==> src/rtl/rsa_pkg.sv <==
// shared widths for the rational sum accumulator
package rsa_pkg;

    localparam int NUM_W      = 32;  // numerator field width
    localparam int DEN_W      = 31;  // denominator field width
    localparam int WIDE_W     = 64;  // exact sum and product width
    localparam int SHIFT_W    = $clog2(WIDE_W);
    localparam int VALUE_W_DEF = 32;

endpackage

==> src/rtl/rsa_mul.sv <==
// shared signed multiplier with registered product
module rsa_mul
    import rsa_pkg::*;
(
    input  logic                     clk,
    input  logic signed [NUM_W-1:0]  op_a,
    input  logic signed [NUM_W-1:0]  op_b,
    output logic signed [WIDE_W-1:0] product
);

    logic signed [WIDE_W-1:0] prod;
    logic signed [WIDE_W-1:0] product_reg;

    assign prod    = op_a * op_b;
    assign product = product_reg;

    always_ff @(posedge clk)
    begin
        product_reg <= prod;
    end

endmodule

==> config.mk <==
export PLATFORM = sky130hd
export DESIGN_NAME = rsa_mul
export DESIGN_NICKNAME = d
export VERILOG_FILES = /design/src/rtl/rsa_pkg.sv /design/src/rtl/rsa_mul.sv
export SDC_FILE = /design/constraint.sdc
export NUM_CORES = 2
export LEC_CHECK = 0
export BUFFER_PORTS_ARGS = -buffer_cell sky130_fd_sc_hd__buf_2
export CAP_MARGIN = 5
export CELL_PAD_IN_SITES_DETAIL_PLACEMENT = 0
export CELL_PAD_IN_SITES_GLOBAL_PLACEMENT = 2
export CORE_MARGIN = 1.5
export CORE_UTILIZATION = 35
export DETAILED_ROUTE_END_ITERATION = 7
export GPL_ROUTABILITY_DRIVEN = 0
export PLACE_DENSITY = 0.67
export RECOVER_POWER = 25
export SYNTH_ARGS = -nofsm -noshare
export SYNTH_HDL_FRONTEND = slang
export SYNTH_SLANG_ARGS = --single-unit
==> constraint.sdc <==
create_clock -name clk -period 21.4 [get_ports clk]
set_clock_uncertainty 0.2 [all_clocks]
set_input_delay 4.28 -clock clk [delete_from_list [all_inputs] [get_ports clk]]
set_output_delay 4.28 -clock clk [all_outputs]
set_load 0.02 [all_outputs]
==> flow_metrics.py <==
metrics = {
    "timing": {
        "max_slew_headroom_pct": -1.111,
        "worstMarginPinSlew_ns": 1.517,
        "setup_repair_after_global_routing_missed_its_margin": "no",
        "totalNegativeSetupSlack_ns": 0,
        "finalCriticalPeriod_ns": 12.94,
        "timing.final.hold_violations": 0,
        "max_slew_violation_count": 33,
        "min_period_over_period_pct": 60.45,
        "hold_ws_ns": 4.353,
        "max_clock_freq_mhz": 77.30,
        "setup_violations": 0,
    },
    "worst_setup_path": {
        "cp_cell_sequence": "clkbuf_1, and2_1, ha_1, fa_1, fa_1, fa_1, inv_1, fa_1, inv_1, fa_1, inv_1, fa_1, inv_1, fa_1, ha_1, nand4_1, or3_1, o21ai_0, a211oi_2, o32ai_1, nor2_1, a31o_2, xnor2_1",
        "timing.critical_path.slowest_stage_cell": "clkbuf_1",
        "crit_family": "adder cells",
        "cp.arrival_ns": 12.96,
        "worst_path_fanout_max": 32,
        "critPathCaptureType": "flop",
        "required_ns": 21.43,
        "crit_buf_inv": 5,
        "worstSetupStartpointType": "primary input",
        "cp-startpoint": "op_b[0]",
        "cpMostUsedCell": "fa_1",
        "crit_path_max_incr_delay_ns": 1.07,
        "criticalPathCategory": "primary input to flop",
    },
    "job": {
        "max_cap_violations": 1,
    },
    "finish": {
        "final_nets": 5222,
        "largest_register_ffs": 64,
        "area_delta_synth_final_pct": 5.273,
        "fillerInstances": 11137,
        "most_frequent_standard_cell_in_the_layout_excluding_fill_and_tap_cells": "fa_1",
        "final_area_mm2": 0.03962,
        "layout_common_cells": "fa_1 (1082), inv_1 (949), nand2_1 (524), and2_1 (513), ha_1 (184)",
        "drive_above_1_share_pct": 4.261,
    },
    "synth": {
        "synthesis.instances": 3949,
        "syn_area_mm2": 0.03764,
        "average_footprint_of_a_synthesized_cell_um2": 9.531,
        "yosys_register_bits": 64,
        "synth_top_area_share_pct": 57.55,
        "synth-main-ff-cell": "dfxtp_1",
        "yosysWarningCount": 0,
        "area_contributors_post_synth": "fa_1 (58%), inv_1 (9.5%), and2_1 (8.5%), ha_1 (6.1%), nand2_1 (5.2%)",
        "proportion_of_synthesized_flip_flops_having_asynchronous_set_or_reset_pct": 0,
        "yosys.cell_types.count": 70,
        "synth_enable_flop_cells": 0,
        "synth_top_cell_by_area": "fa_1",
        "syn_nets": 5280,
        "synth.yosys.seq_area_share_pct": 3.404,
    },
    "clock_tree": {
        "cts_root_buf": "clkbuf_16",
        "cts_buffers": 9,
        "clock_tree_from_tritoncts": "yes",
        "cts_setup_buffers": 0,
        "clockBufferDepth": 2,
        "cts_repair_resize_count": 0,
        "cts_sinks": 64,
        "holdBufCountCts": 0,
        "cts_htree_levels": 3,
        "cts.clk_slew.worst_paths_ns": 0.06,
    },
    "route": {
        "detailed_route_wire_length_per_cell_um": 20.41,
        "detail_route.vias_per_cell": 4.727,
        "num_vias": 25051,
        "drt_pass1_iterations": 5,
        "finalWirelength_mm": 108.2,
        "postRouteAntennaNets": 0,
        "drtIter0Drc": 1048,
        "drc": 0,
    },
    "global_route": {
        "initial_antenna_violation_count": 5,
        "first_global_vias": 28688,
        "grt.total_usage_pct": 20.92,
        "grt_remaining_overflow": 0,
        "grt_start_max_net_pins": 33,
        "grt_pass1_wl_mm": 173.0,
    },
    "placement": {
        "io_buffers": 128,
        "post_dp_cell_area_mm2": 0.03934,
        "dp.final_hpwl_mm": 90.94,
    },
    "min_path": {
        "hold_class": "primary input to flop",
        "worst_hold_startpoint": "op_a[0]",
    },
    "floorplanning": {
        "io-pin-count": 129,
        "start_util_pct": 35.21,
        "core_region_area_mm2": 0.1069,
        "placementRows": 120,
        "design.die.area_mm2": 0.1095,
        "die_h_um": 330.9,
        "die-width_um": 330.9,
    },
    "run_status": {
        "failed_checks": "max-capacitance violations, max-slew violations",
        "status": "finished, violations left",
    },
}
-- Yosys cell counts, types with 5 or more instances --
| master | number |
|---|---|
| nand3_1 | 17 |
| and3_1 | 9 |
| dfxtp_1 | 64 |
| ha_1 | 184 |
| nand2_1 | 524 |
| xor2_1 | 22 |
| a31oi_1 | 5 |
| o21ai_0 | 36 |
| fa_1 | 1082 |
| and2_1 | 513 |
| nor2_1 | 61 |
| nor2b_1 | 8 |
| a211o_1 | 5 |
| inv_1 | 949 |
| a21oi_2 | 5 |
| xnor2_1 | 52 |
| a21oi_1 | 63 |
| nand4_1 | 11 |
| nor3_1 | 7 |
| o211ai_1 | 5 |
| clkbuf_1 | 200 |
| nand2b_1 | 13 |
| buf_2 | 10 |
| a21o_1 | 33 |
-- path summary, 6_finish.rpt --
check / to / slack, ns / cells past startpoint
hold / removal: product[0] / 4.35 / 3
setup / recovery: product[63] / 8.46 / 23
-- cell type report --
type	count	area [um^2]	area share, %
clock buffer	11	242.7	0.6126
antenna	1	2.502	0.006316
multi-input combinational	2722	31970	80.69
tap	1403	1755	4.430
clock inverter	5	80.08	0.2021
timing repair buffer	145	728.2	1.838
inverter	949	3562	8.990
sequential	64	1281	3.234
-- cell families (layout without fill, tap and decap cells) --
family | Yosys count | in the layout | share of synthesized area (%)
DFF | 64 | 64 | 3.404
other | 0 | 1 | 0
and+or+nand+nor | 1178 | 1178 | 15.71
adders and majority gates | 1266 | 1266 | 63.67
AOI/OAI and AO/OA | 204 | 204 | 3.843
xor gates and xnor gates | 74 | 74 | 1.722
buffers and inverters | 1163 | 1110 | 11.66
-- tightest hold or removal path, cell delays in order --
cell and delay, ns:
buf_2 0.09, buf_4 0.26, and2_1 0.20
-- stage by stage --
| stage | setup slack [ns] | utilization, % | instances |
|---|---|---|---|
| after global placement | 8.607 | 36.80 | 5283 |
| after CTS | 8.851 | 37.10 | 5299 |
| after detailed placement | 8.531 | 36.80 | 5283 |
| after floorplan | 9.577 | - | 3949 |
| after global routing | 7.839 | 37.06 | 5299 |
| final | 8.464 | 37.06 | 5300 |
-- per-layer routing --
layer | global-route usage, % | up-vias | share of wire, %
li1 | - | 11120 | -
met2 | 38.60 | 327 | 54
met1 | 27.17 | 13536 | 42
met5 | 0 | - | 0.019
met3 | 1.563 | 64 | 2.4
met4 | 3.162 | 4 | 1.7
Power is left out: the tool's default activity adds up to more than one toggle a clock period on the data nets, which glitch-free logic cannot reach.
