File: src/rtl/rsa_pkg.sv
// shared widths for the rational sum accumulator
package rsa_pkg;

    localparam int NUM_W      = 32;  // numerator field width
    localparam int DEN_W      = 31;  // denominator field width
    localparam int WIDE_W     = 64;  // exact sum and product width
    localparam int SHIFT_W    = $clog2(WIDE_W);
    localparam int VALUE_W_DEF = 32;

endpackage

File: src/rtl/rsa_div.sv
// restoring divider, one quotient bit per cycle
module rsa_div
    import rsa_pkg::*;
(
    input  logic              clk,
    input  logic              rst_n,
    input  logic              start,
    input  logic [WIDE_W-1:0] dividend,
    input  logic [WIDE_W-1:0] divisor,
    output logic              done,
    output logic [WIDE_W-1:0] quotient
);

    logic               busy_reg;
    logic               done_reg;
    logic [SHIFT_W-1:0] cnt_reg;
    logic [WIDE_W-1:0]  rem_reg;
    logic [WIDE_W-1:0]  quo_reg;
    logic [WIDE_W-1:0]  dvs_reg;
    logic [WIDE_W:0]    trial;

    assign done     = done_reg;
    assign quotient = quo_reg;
    assign trial    = {rem_reg, quo_reg[WIDE_W-1]} - {1'b0, dvs_reg};

    always_ff @(posedge clk or negedge rst_n)
    begin
        if (!rst_n)
        begin
            busy_reg <= 1'b0;
            done_reg <= 1'b0;
            cnt_reg  <= '0;
        end
        else
        begin
            done_reg <= !start && busy_reg && (cnt_reg == SHIFT_W'(WIDE_W - 1));
            if (start)
            begin
                busy_reg <= 1'b1;
                cnt_reg  <= '0;
            end
            else if (busy_reg)
            begin
                cnt_reg <= cnt_reg + 1'b1;
                if (cnt_reg == SHIFT_W'(WIDE_W - 1))
                    busy_reg <= 1'b0;
            end
        end
    end

    always_ff @(posedge clk)
    begin
        if (start)
        begin
            rem_reg <= '0;
            quo_reg <= dividend;
            dvs_reg <= divisor;
        end
        else if (busy_reg)
        begin
            if (!trial[WIDE_W])
            begin
                rem_reg <= trial[WIDE_W-1:0];
                quo_reg <= {quo_reg[WIDE_W-2:0], 1'b1};
            end
            else
            begin
                rem_reg <= {rem_reg[WIDE_W-2:0], quo_reg[WIDE_W-1]};
                quo_reg <= {quo_reg[WIDE_W-2:0], 1'b0};
            end
        end
    end

endmodule
File: config.mk
export PLATFORM = sky130hd
export DESIGN_NAME = rsa_div
export DESIGN_NICKNAME = d
export VERILOG_FILES = /design/src/rtl/rsa_pkg.sv /design/src/rtl/rsa_div.sv
export SDC_FILE = /design/constraint.sdc
export NUM_CORES = 1
export LEC_CHECK = 0
export ABC_AREA = 1
export ABC_CLOCK_PERIOD_IN_PS = 5380
export BUFFER_PORTS_ARGS = -buffer_cell sky130_fd_sc_hd__buf_2
export CORE_ASPECT_RATIO = 1.5
export CORE_MARGIN = 10
export CORE_UTILIZATION = 60
export DETAILED_ROUTE_END_ITERATION = 10
export GPL_TIMING_DRIVEN = 1
export MAX_ROUTING_LAYER = met4
export PLACE_DENSITY = 0.82
export SLEW_MARGIN = 20
export SYNTH_ARGS = -nofsm -noshare
export SYNTH_HDL_FRONTEND = slang
export SYNTH_SLANG_ARGS = --single-unit
File: constraint.sdc
create_clock -name clk -period 5.38 [get_ports clk]
set_input_delay 0.807 -clock clk [delete_from_list [all_inputs] [get_ports clk]]
set_output_delay 0.807 -clock clk [all_outputs]
set_load 0.02 [all_outputs]
==> impl_results.md, run 1 <==
* Share of the clock period used by the worst path at 69.65%
* Initial antenna violation count at 0
* Total global-route track usage at 29.64%
* Cell at the root of the clock tree: sky130_fd_sc_hd__clkbuf_16
* Register bit count reported by yosys at 200
* Met3 layer usage reported by global route at 3.883%
* Count of nets after finishing at 2655
* Post-Syn Area at 15040 um2
* HPWL after detailed placement at 36.92 mm
* Crit path launch: quotient[63]$_DFFE_PP_
* Final setup fails at 0
* Met1 demand-to-capacity share in global routing at 33.32%
* Combinational fraction of design power at 14.3%
* Length in cells of the worst reg-to-reg path at 20
* Layer with the highest usage: met2
* DR iter-0 viols at 997
* Proportion of layout cells with a drive suffix above 1 at 15.66%
* Total grt overflow at 0
* Met2 Track Usage GR at 49.99%
* Overall power after layout at 3.582 mW
* Mean area per synthesized cell at 6.604 um2
* Later-pin clock latency in the skew report at 0.45 ns
* CTS sink cnt at 200
* Synthesis warning total at 0
* Critical path fanouts, max at 34
* Max Cap Violations at 0
* Most used DFF post-synth: sky130_fd_sc_hd__edfxtp_1
* Pre-Repair DR Iteration Count at 7
* Register area share after synthesis at 35.40%
* Leakage power total at 9.578 nW
* Highest clock rate at 266.9 MHz
* Headroom to the max-slew limit at 27.94%
* Number of nets produced by synthesis at 2475
* Share of total power in the clock network at 36.3%
* Type of element capturing the critical path: flop
* Overall die area at 31940 um2
* Async set or reset register ratio after synthesis at 4.000%
* Fin. Hold Viols at 0
* Wire length after detailed routing at 45.98 mm
* Cell-internal power at 2.522 mW
* Hold Buf Count CTS at 0
* Capture point of the critical path: rem_reg[23]$_SDFFE_PP0P_
* Final Non-Filler Cells at 2795
* Maximum clock skew at final layout at 0.01493 ns
* Status: finished clean
* R2R setup slack at 1.63 ns
* Setup repair after global routing missed its margin: false
* Vias in the first global route at 14440
* Total number of vias at 14090
* Setup Total Neg Slack at 0 ns
* Diodes inserted at 0
* Initial core utilization at 61.35%
* Post-cts repair resize count at 0
* TritonCTS buffer count at 17
* Largest buffer count on any clock path at 2
* Number of routed nets with antenna violations at 0
* Layout filler cell count at 2173
* Via density at 5.040
* Switching Power at 1.060 mW
* Die Wd at 149.3 um
* Fraction of power spent switching nets at 29.58%
* Data arrival, critical path at 4.09 ns
* Type of the worst min-delay path: in2async
* Post-Place Cells at 2762
* VDD IR-drop max at 0.0002358 V
* Time the worst path needs with I/O delays and setup at 3.747 ns
* Final Slew Violations at 0
* Fraction of power consumed by sequential logic at 49.4%
* Endpoint of the lowest-slack register-to-register path: rem_reg[23]$_SDFFE_PP0P_
* Postcts setup bufs at 0
* Number of distinct library cells after synthesis at 39
* DRC violation count after routing at 0
* Top-level port count at 196
* Mapped Cells at 2278
* Launching element type of the critical path: flop
* Reg clk slew, reported paths at 0.09 ns
* Number of synthesized flops with an enable pin at 128
* Synthesis-to-layout area growth at 11.83%
* Global-route wire length before repair at 73.31 mm
* Per-cell routed wire length at 16.45 um
* Count of H-tree levels built during CTS at 4
* Die H at 213.9 um
* Reg-to-reg critical path startpoint: quotient[63]$_DFFE_PP_
* Routability-driven placement congestion ratio at 1.013
* Worst Max-Slew Pin Slew at 1.081 ns
* Port Buffers at 195
* Crit path kind: reg2reg
* Data required time of the critical path at 5.72 ns
* Row Count at 70
* Maximum number of pins on one net before global-route repair at 85
* Power density cells at 212.9 nW/um2
* Final Hold Slack at 0.1857 ns
* Area of the core region at 24520 um2
* CTS tree: done
==> synthesized netlist by cell type (all sizes together), types with 2 or more instances <==
master,instances,area [um2]
and3,2,12.51
nand3b,2,15.01
nor4,3,33.78
dfrtp,8,200.2
dfxtp,64,1281
ha,65,813.3
nand4,11,68.82
xnor2,25,219.0
nand2,1083,4501
nand3,132,865.8
edfxtp,128,3844
nor2,118,485.5
clkbuf,22,82.58
and2,3,18.77
a21oi,50,254.0
buf,20,205.2
inv,496,1862
xor2,6,52.55
nor3,17,85.08
o21ai,16,80.07
==> metal layers <==
metal / vias up / share of wire (%)
met2: 494 / 50
met4: 0 / 5.3
met1: 6322 / 39
met3: 103 / 5.0
li1: 7168 / -
met5: - / 0
==> kinds of logic (layout without fill, tap and decap cells) <==
kind of cell / Yosys count / in the layout / synth area share (%)
compound gates: 70 / 70 / 2.453
xor+xnor: 31 / 31 / 1.805
fa+ha+maj: 66 / 66 / 5.539
buf+inv: 539 / 732 / 14.31
flops: 200 / 200 / 35.40
simple gates: 1372 / 1372 / 40.49
==> critical path, cell delays in order (launching register included) <==
cell and delay, ns:
sky130_fd_sc_hd__edfxtp_1 0.35, sky130_fd_sc_hd__inv_1 0.08, sky130_fd_sc_hd__ha_1 0.24, sky130_fd_sc_hd__fa_1 0.42, sky130_fd_sc_hd__inv_1 0.12, sky130_fd_sc_hd__nand2_1 0.06
sky130_fd_sc_hd__nand2_1 0.07, sky130_fd_sc_hd__nand3_1 0.08, sky130_fd_sc_hd__nand2_2 0.12, sky130_fd_sc_hd__nand2_1 0.07, sky130_fd_sc_hd__nand2_2 0.09, sky130_fd_sc_hd__nand2_2 0.05
sky130_fd_sc_hd__nand2_2 0.14, sky130_fd_sc_hd__nand2_4 0.10, sky130_fd_sc_hd__nand2_4 0.09, sky130_fd_sc_hd__nand2_4 0.08, sky130_fd_sc_hd__nand2_2 0.67, sky130_fd_sc_hd__buf_4 0.51
sky130_fd_sc_hd__nand2_2 0.10, sky130_fd_sc_hd__nand3_2 0.10, sky130_fd_sc_hd__nand2_1 0.08
==> worst min-delay path by stage <==
stage	to	from	cells past startpoint	slack [ns]
floorplan	rem_reg[33]$_SDFFE_PP0P_	rem_reg[33]$_SDFFE_PP0P_	2	0.45
global placement	rem_reg[41]$_SDFFE_PP0P_	rem_reg[41]$_SDFFE_PP0P_	2	0.46
detailed placement	rem_reg[0]$_SDFFE_PP0P_	rem_reg[0]$_SDFFE_PP0P_	2	0.46
CTS	cnt_reg[3]$_DFFE_PN0P_	rst_n	1	0.18
global route	cnt_reg[3]$_DFFE_PN0P_	rst_n	1	0.18
finish	cnt_reg[3]$_DFFE_PN0P_	rst_n	1	0.19
==> power groups by stage <==
stage	clock network, mW	registers (mW)	logic, mW
2_1_floorplan	0	1.85	0.262
3_3_place_gp	0	1.80	0.496
3_5_place_dp	0	1.80	0.508
4_1_cts	1.31	1.77	0.510
5_1_grt	1.37	1.78	0.568
6_report	1.30	1.77	0.510
==> cell type report <==
class	count	area [um2]	share of cell area, %
Clock buffer	17	425.4	2.528
Clock inverter	15	157.7	0.9370
Inverter	497	1867	11.10
Multi-Input combinational cell	1539	7586	45.09
Sequential cell	200	5325	31.65
Tap cell	324	405.4	2.409
Timing Repair Buffer	203	1059	6.291
==> through the flow <==
step	util, %	worst slack [ns]	cell area [um2]
4_1_cts	68.49	1.677	16800
6_report	68.61	1.633	16820
3_3_place_gp	66.11	1.850	16210
3_5_place_dp	66.11	1.698	16210
2_1_floorplan	-	2.213	15040
5_1_grt	68.61	1.450	16820
==> cells in the final DEF (no fill, tap or decap), drive strengths merged, types with 3 or more instances in the layout <==
master  count
ha         65
nand2    1083
nor4        3
nand3     132
nand4      11
dfxtp      64
and2        3
dfrtp       8
a21oi      50
nor3       17
clkinv      8
xor2        6
xnor2      25
edfxtp    128
o21ai      16
buf       203
clkbuf     17
inv       502
nor2      118
No activity file was read; power rests on OpenSTA's default activity.
==> run 2, diff against run 1 <==
Settings changed: ABC_CLOCK_PERIOD_IN_PS 5380 to 3600.
Clock period 5.38 ns to 3.6 ns, I/O delays scaled along.
==> impl_results.md, run 2 (synthesis gave the netlist of run 1 again) <==
* Area of the multi-input gates at 7586 um2
* Port Buffers at 195
* DRC violation count after routing at 0
* Setup Total Neg Slack at 0 ns
* Layer with the highest usage: met2
* Postcts setup bufs at 0
* HPWL after detailed placement at 36.75 mm
* Final Util at 68.94%
* Largest buffer count on any clock path at 2
* Final Slew Violations at 0
* Most frequent standard cell in the layout excluding fill and tap cells: sky130_fd_sc_hd__nand2_1
* Initial antenna violation count at 0
* Most frequent cells in the layout: sky130_fd_sc_hd__nand2_1, sky130_fd_sc_hd__inv_1, sky130_fd_sc_hd__buf_2
* Critical path's slowest cell: sky130_fd_sc_hd__fa_1
* Worst hold start: divisor[50]
* Data required time of the critical path at 3.94 ns
* Worst path cell trace: inv_1, ha_1, fa_1, inv_1, nand2_1, nand2_1, nand3_1, nand2_2, nand2_1, nand2_2, nand2_2, nand2_2, nand2_4, nand2_4, nand2_2, nand2_4, buf_12, nand2_4, nand3_2, nand2_1
* Met1 demand-to-capacity share in global routing at 31.52%
* Reg clk slew, reported paths at 0.08 ns
* Capture point of the critical path: rem_reg[20]$_SDFFE_PP0P_
* Met3 layer usage reported by global route at 4.874%
* Total global-route track usage at 29.01%
* Synthesis-to-layout area growth at 12.38%
* CTS tree: done
* Share of the clock period used by the worst path at 88.35%
* Type of the worst min-delay path: in2reg
* Routability-driven placement congestion ratio at 1.066
* DR iter-0 viols at 835
* Final setup fails at 0
* Length in cells of the worst reg-to-reg path at 20
* Pre-Repair DR Iteration Count at 5
* Crit path kind: reg2reg
* Worst Max-Slew Pin Slew at 0.8893 ns
* Largest stage delay on the critical path at 0.41 ns
* Cell mode on critical path: sky130_fd_sc_hd__nand2_2
* Area of the core region at 24520 um2
* Maximum number of pins on one net before global-route repair at 68
* Headroom to the max-slew limit at 40.72%
* Flip-flop and latch area at 5325 um2
* Launching element type of the critical path: flop
* Leakage power total at 9.618 nW
* Layout filler cell count at 2204
* Highest clock rate at 314.4 MHz
* Total grt overflow at 0
* Count of H-tree levels built during CTS at 4
* Wire length after detailed routing at 45.27 mm
* Proportion of layout cells with a drive suffix above 1 at 15.72%
* Status: finished clean
* Endpoint of the lowest-slack register-to-register path: rem_reg[20]$_SDFFE_PP0P_
* Number of routed nets with antenna violations at 0
* Later-pin clock latency in the skew report at 0.46 ns
* Die H at 213.9 um
* Count of nets after finishing at 2659
* Crit path launch: quotient[63]$_DFFE_PP_
* Fin. Hold Viols at 0
* Vias in the first global route at 14090
* Type of element capturing the critical path: flop
* Time the worst path needs with I/O delays and setup at 3.181 ns
* TritonCTS buffer count at 17
* Max Cap Violations at 0
* Overall die area at 31940 um2
* Initial core utilization at 61.35%
* Setup repair after global routing missed its margin: false
* Global-route wire length before repair at 71.37 mm
* Data arrival, critical path at 3.52 ns
* CTS sink cnt at 200
* Top-level port count at 196
* Die Wd at 149.3 um
* Cell at the root of the clock tree: sky130_fd_sc_hd__clkbuf_16
* Reg-to-reg critical path startpoint: quotient[63]$_DFFE_PP_
* Met2 Track Usage GR at 49.04%
* Maximum clock skew at final layout at 0.01404 ns
* Total number of vias at 14010
* Via density at 5.005
* VDD IR-drop max at 0.0003845 V
* Critical path fanouts, max at 28
* Per-cell routed wire length at 16.17 um
* Power density cells at 319.9 nW/um2
* Row Count at 70
* R2R setup slack at 0.42 ns
* Diodes inserted at 0
==> run 2: cell types whose count changed in the layout (fill, tap and decap cells not counted), sizes merged <==
cell,before,now
dlygate4sd3,0,1
inv,502,501
clkbuf,17,19
buf,203,206
clkinvlp,2,1
bufinv,0,1
clkinv,8,7
==> run 2: worst min-delay path by stage <==
stage	to	cells after the start	slack, ns
2_1_floorplan	busy_reg$_DFF_PN0_	0	0.24
3_3_place_gp	cnt_reg[2]$_DFFE_PN0P_	1	0.39
3_5_place_dp	cnt_reg[0]$_DFFE_PN0P_	1	0.39
4_1_cts	dvs_reg[19]$_DFFE_PP_	1	0.24
5_1_grt	dvs_reg[52]$_DFFE_PP_	1	0.24
6_report	dvs_reg[50]$_DFFE_PP_	1	0.25
==> run 2: per-layer routing <==
metal | up-vias | routed length, um | part of all wire (%)
li1 | 7176 | - | -
met1 | 6271 | 17530 | 39
met2 | 452 | 22540 | 50
met3 | 111 | 2575 | 5.7
met4 | 0 | 2625 | 5.8
met5 | - | 0 | 0
==> run 2: report_power, final <==
part / leakage [nW] / switching [mW] / internal [mW]
clock network: 0.284 / 1.00 / 0.993
logic: 7.38 / 0.512 / 0.256
registers: 1.95 / 0.0632 / 2.58
total: 9.62 / 1.58 / 3.83
==> run 2: cell type report <==
class                           count  share of cell area, %
Multi-Input combinational cell   1539                  44.87
Inverter                          497                  11.04
Timing Repair Buffer              207                  6.705
Tap cell                          324                  2.398
Clock buffer                       19                  2.561
Clock inverter                     13                 0.9251
Sequential cell                   200                  31.50
==> run 2: through the flow <==
| stage | total power, mW | cell area, um2 | instances | hold WS, ns | worst slack [ns] |
|---|---|---|---|---|---|
| finish | 5.409 | 16910 | 2799 | 0.2539 | 0.4193 |
| global route | 5.610 | 16910 | 2799 | 0.2426 | 0.2540 |
| CTS | 5.423 | 16910 | 2799 | 0.2427 | 0.4322 |
| detailed placement | 3.463 | 16310 | 2766 | 0.3926 | 0.4810 |
| global placement | 3.447 | 16310 | 2766 | 0.3879 | 0.6376 |
| floorplan | 3.159 | 15040 | 2278 | 0.2444 | 0.7003 |
==> run 2: worst max-delay path, delay by kind of cell, from the launching register on <==
kind | cells | cell delay (ns)
AND/OR/NAND/NOR | 15 | 1.45
buffers and inverters | 3 | 0.53
flip-flops | 1 | 0.36
adder cells (fa/ha/maj) | 2 | 0.65
==> run 2: what timing repair did <==
item	in CTS	in global routing
hold endpoints to repair	8	0
hold buffers	1	0
resized for setup	0	0
==> run 3, diff against run 2 <==
Settings changed: RECOVER_POWER set to 50.
==> impl_results.md, run 3 (synthesis gave the netlist of run 1 again) <==
* Total global-route track usage at 29.01%
* Type of the worst min-delay path: in2reg
* CTS tree: done
* Data arrival, critical path at 3.56 ns
* Routability-driven placement congestion ratio at 1.066
* TritonCTS buffer count at 17
* Die Wd at 149.3 um
* Vias in the first global route at 14090
* Count of H-tree levels built during CTS at 4
* Top-level port count at 196
* Pre-Repair DR Iteration Count at 5
* Cell at the root of the clock tree: sky130_fd_sc_hd__clkbuf_16
* Headroom to the max-slew limit at -40.11%
* Row Count at 70
* Per-cell routed wire length at 16.15 um
* Leakage power total at 9.407 nW
* CTS sink cnt at 200
* Status: complete, but fails checks
* Final setup fails at 0
* Layout filler cell count at 2245
* Post-route design area at 16800 um2
* Reg clk slew, reported paths at 0.08 ns
* Initial core utilization at 61.35%
* Number of routed nets with antenna violations at 0
* Maximum clock skew at final layout at 0.01295 ns
* Setup repair after global routing missed its margin: false
* Data required time of the critical path at 3.93 ns
* Violated checks: max-capacitance violations, max-slew violations
* DR iter-0 viols at 885
* Total number of vias at 14060
* DRC violation count after routing at 0
* Global-route wire length before repair at 71.37 mm
* HPWL after detailed placement at 36.75 mm
* Diodes inserted at 0
* Later-pin clock latency in the skew report at 0.45 ns
* Proportion of layout cells with a drive suffix above 1 at 13.05%
* Area of the multi-input gates at 7586 um2
* Count of nets after finishing at 2659
* Setup Total Neg Slack at 0 ns
* Power density cells at 320.6 nW/um2
* Flip-flop and latch area at 5325 um2
* Via density at 5.025
* Launching element type of the critical path: flop
* Wire length after detailed routing at 45.20 mm
* VDD IR-drop max at 0.0003810 V
* Total grt overflow at 0
* Max Cap Violations at 2
* Highest clock rate at 309.3 MHz
* Final Slew Violations at 112
* Share of the clock period used by the worst path at 89.80%
* Most frequent cells in the layout: sky130_fd_sc_hd__nand2_1, sky130_fd_sc_hd__inv_1, sky130_fd_sc_hd__buf_2
* Largest buffer count on any clock path at 2
* Maximum number of pins on one net before global-route repair at 68
* Fin. Hold Viols at 0
* Die H at 213.9 um
* Type of element capturing the critical path: flop
* Postcts setup bufs at 0
* Crit path kind: reg2reg
* Synthesis-to-layout area growth at 11.69%
* Most frequent standard cell in the layout excluding fill and tap cells: sky130_fd_sc_hd__nand2_1
* Post-Place Worst Slack at 0.4810 ns
* Critical path fanouts, max at 28
* Time the worst path needs with I/O delays and setup at 3.233 ns
* Initial antenna violation count at 0
* Port Buffers at 195
* Fin worst setup slack at 0.3671 ns
* Overall die area at 31940 um2
* Worst Max-Slew Pin Slew at 2.102 ns
* Instance area after placement at 16310 um2
* Area of the core region at 24520 um2
==> run 3: cell count changes in the layout (fill, tap and decap cells not counted), sizes merged <==
cell,before,now
buf,206,138
clkbuf,19,87
==> run 3: metal layers <==
layer  global-route usage (%)  vias to the layer above  share of wire (%)
li1                         -                     7177                  -
met1                    31.52                     6295                 39
met2                    49.04                      468                 49
met3                    4.874                      124                6.0
met4                    15.98                        0                6.0
met5                        -                        -                  0
==> run 3: power by group <==
| part | internal [mW] | total [mW] | switching (mW) |
|---|---|---|---|
| Combinational | 0.237 | 0.749 | 0.512 |
| Sequential | 2.58 | 2.65 | 0.0641 |
| Clock | 0.993 | 1.99 | 0.998 |
==> run 3: worst paths after layout <==
check,start,to,slack [ns],depth (start not counted)
max,quotient[63]$_DFFE_PP_,rem_reg[20]$_SDFFE_PP0P_,0.37,20
min,divisor[50],dvs_reg[50]$_DFFE_PP_,0.25,1
max reg2reg,quotient[63]$_DFFE_PP_,rem_reg[20]$_SDFFE_PP0P_,0.37,20
min reg2reg,rem_reg[9]$_SDFFE_PP0P_,rem_reg[9]$_SDFFE_PP0P_,0.48,2
max in group asynchronous,rst_n,cnt_reg[1]$_DFFE_PN0P_,2.75,2
min in group asynchronous,rst_n,cnt_reg[2]$_DFFE_PN0P_,0.54,2
==> run 3: cell type report <==
cell class,instances,area share [%]
clock buffer,19,2.576
clock inverter,13,0.9308
inverter,497,11.11
multi-input combinational,1539,45.15
sequential,200,31.69
tap,324,2.413
timing repair buffer,207,6.136
==> run 3: metrics by stage <==
step / power, mW / std cells / hold WS (ns) / utilization, %
after floorplan: 3.159 / 2278 / 0.2444 / -
after global placement: 3.447 / 2766 / 0.3879 / 66.49
after detailed placement: 3.463 / 2766 / 0.3926 / 66.49
after CTS: 5.423 / 2799 / 0.2427 / 68.93
after global routing: 5.593 / 2799 / 0.2426 / 68.52
final: 5.388 / 2799 / 0.2548 / 68.52
==> run 3: critical path, stage by stage (launching register included) <==
cell                       delay (ns)
sky130_fd_sc_hd__edfxtp_1        0.36
sky130_fd_sc_hd__inv_1           0.10
sky130_fd_sc_hd__ha_1            0.24
sky130_fd_sc_hd__fa_1            0.41
sky130_fd_sc_hd__inv_1           0.11
sky130_fd_sc_hd__nand2_1         0.05
sky130_fd_sc_hd__nand2_1         0.07
sky130_fd_sc_hd__nand3_1         0.08
sky130_fd_sc_hd__nand2_2         0.12
sky130_fd_sc_hd__nand2_1         0.08
sky130_fd_sc_hd__nand2_2         0.10
sky130_fd_sc_hd__nand2_2         0.07
sky130_fd_sc_hd__nand2_2         0.12
sky130_fd_sc_hd__nand2_4         0.09
sky130_fd_sc_hd__nand2_4         0.08
sky130_fd_sc_hd__nand2_2         0.06
sky130_fd_sc_hd__nand2_4         0.35
sky130_fd_sc_hd__buf_12          0.32
sky130_fd_sc_hd__nand2_4         0.06
sky130_fd_sc_hd__nand3_2         0.08
sky130_fd_sc_hd__nand2_1         0.11
==> run 3: repair_timing <==
item | in CTS | in global routing
hold buffers | 1 | 0
hold endpoints to repair | 8 | 0
gates resized for setup | 0 | 0
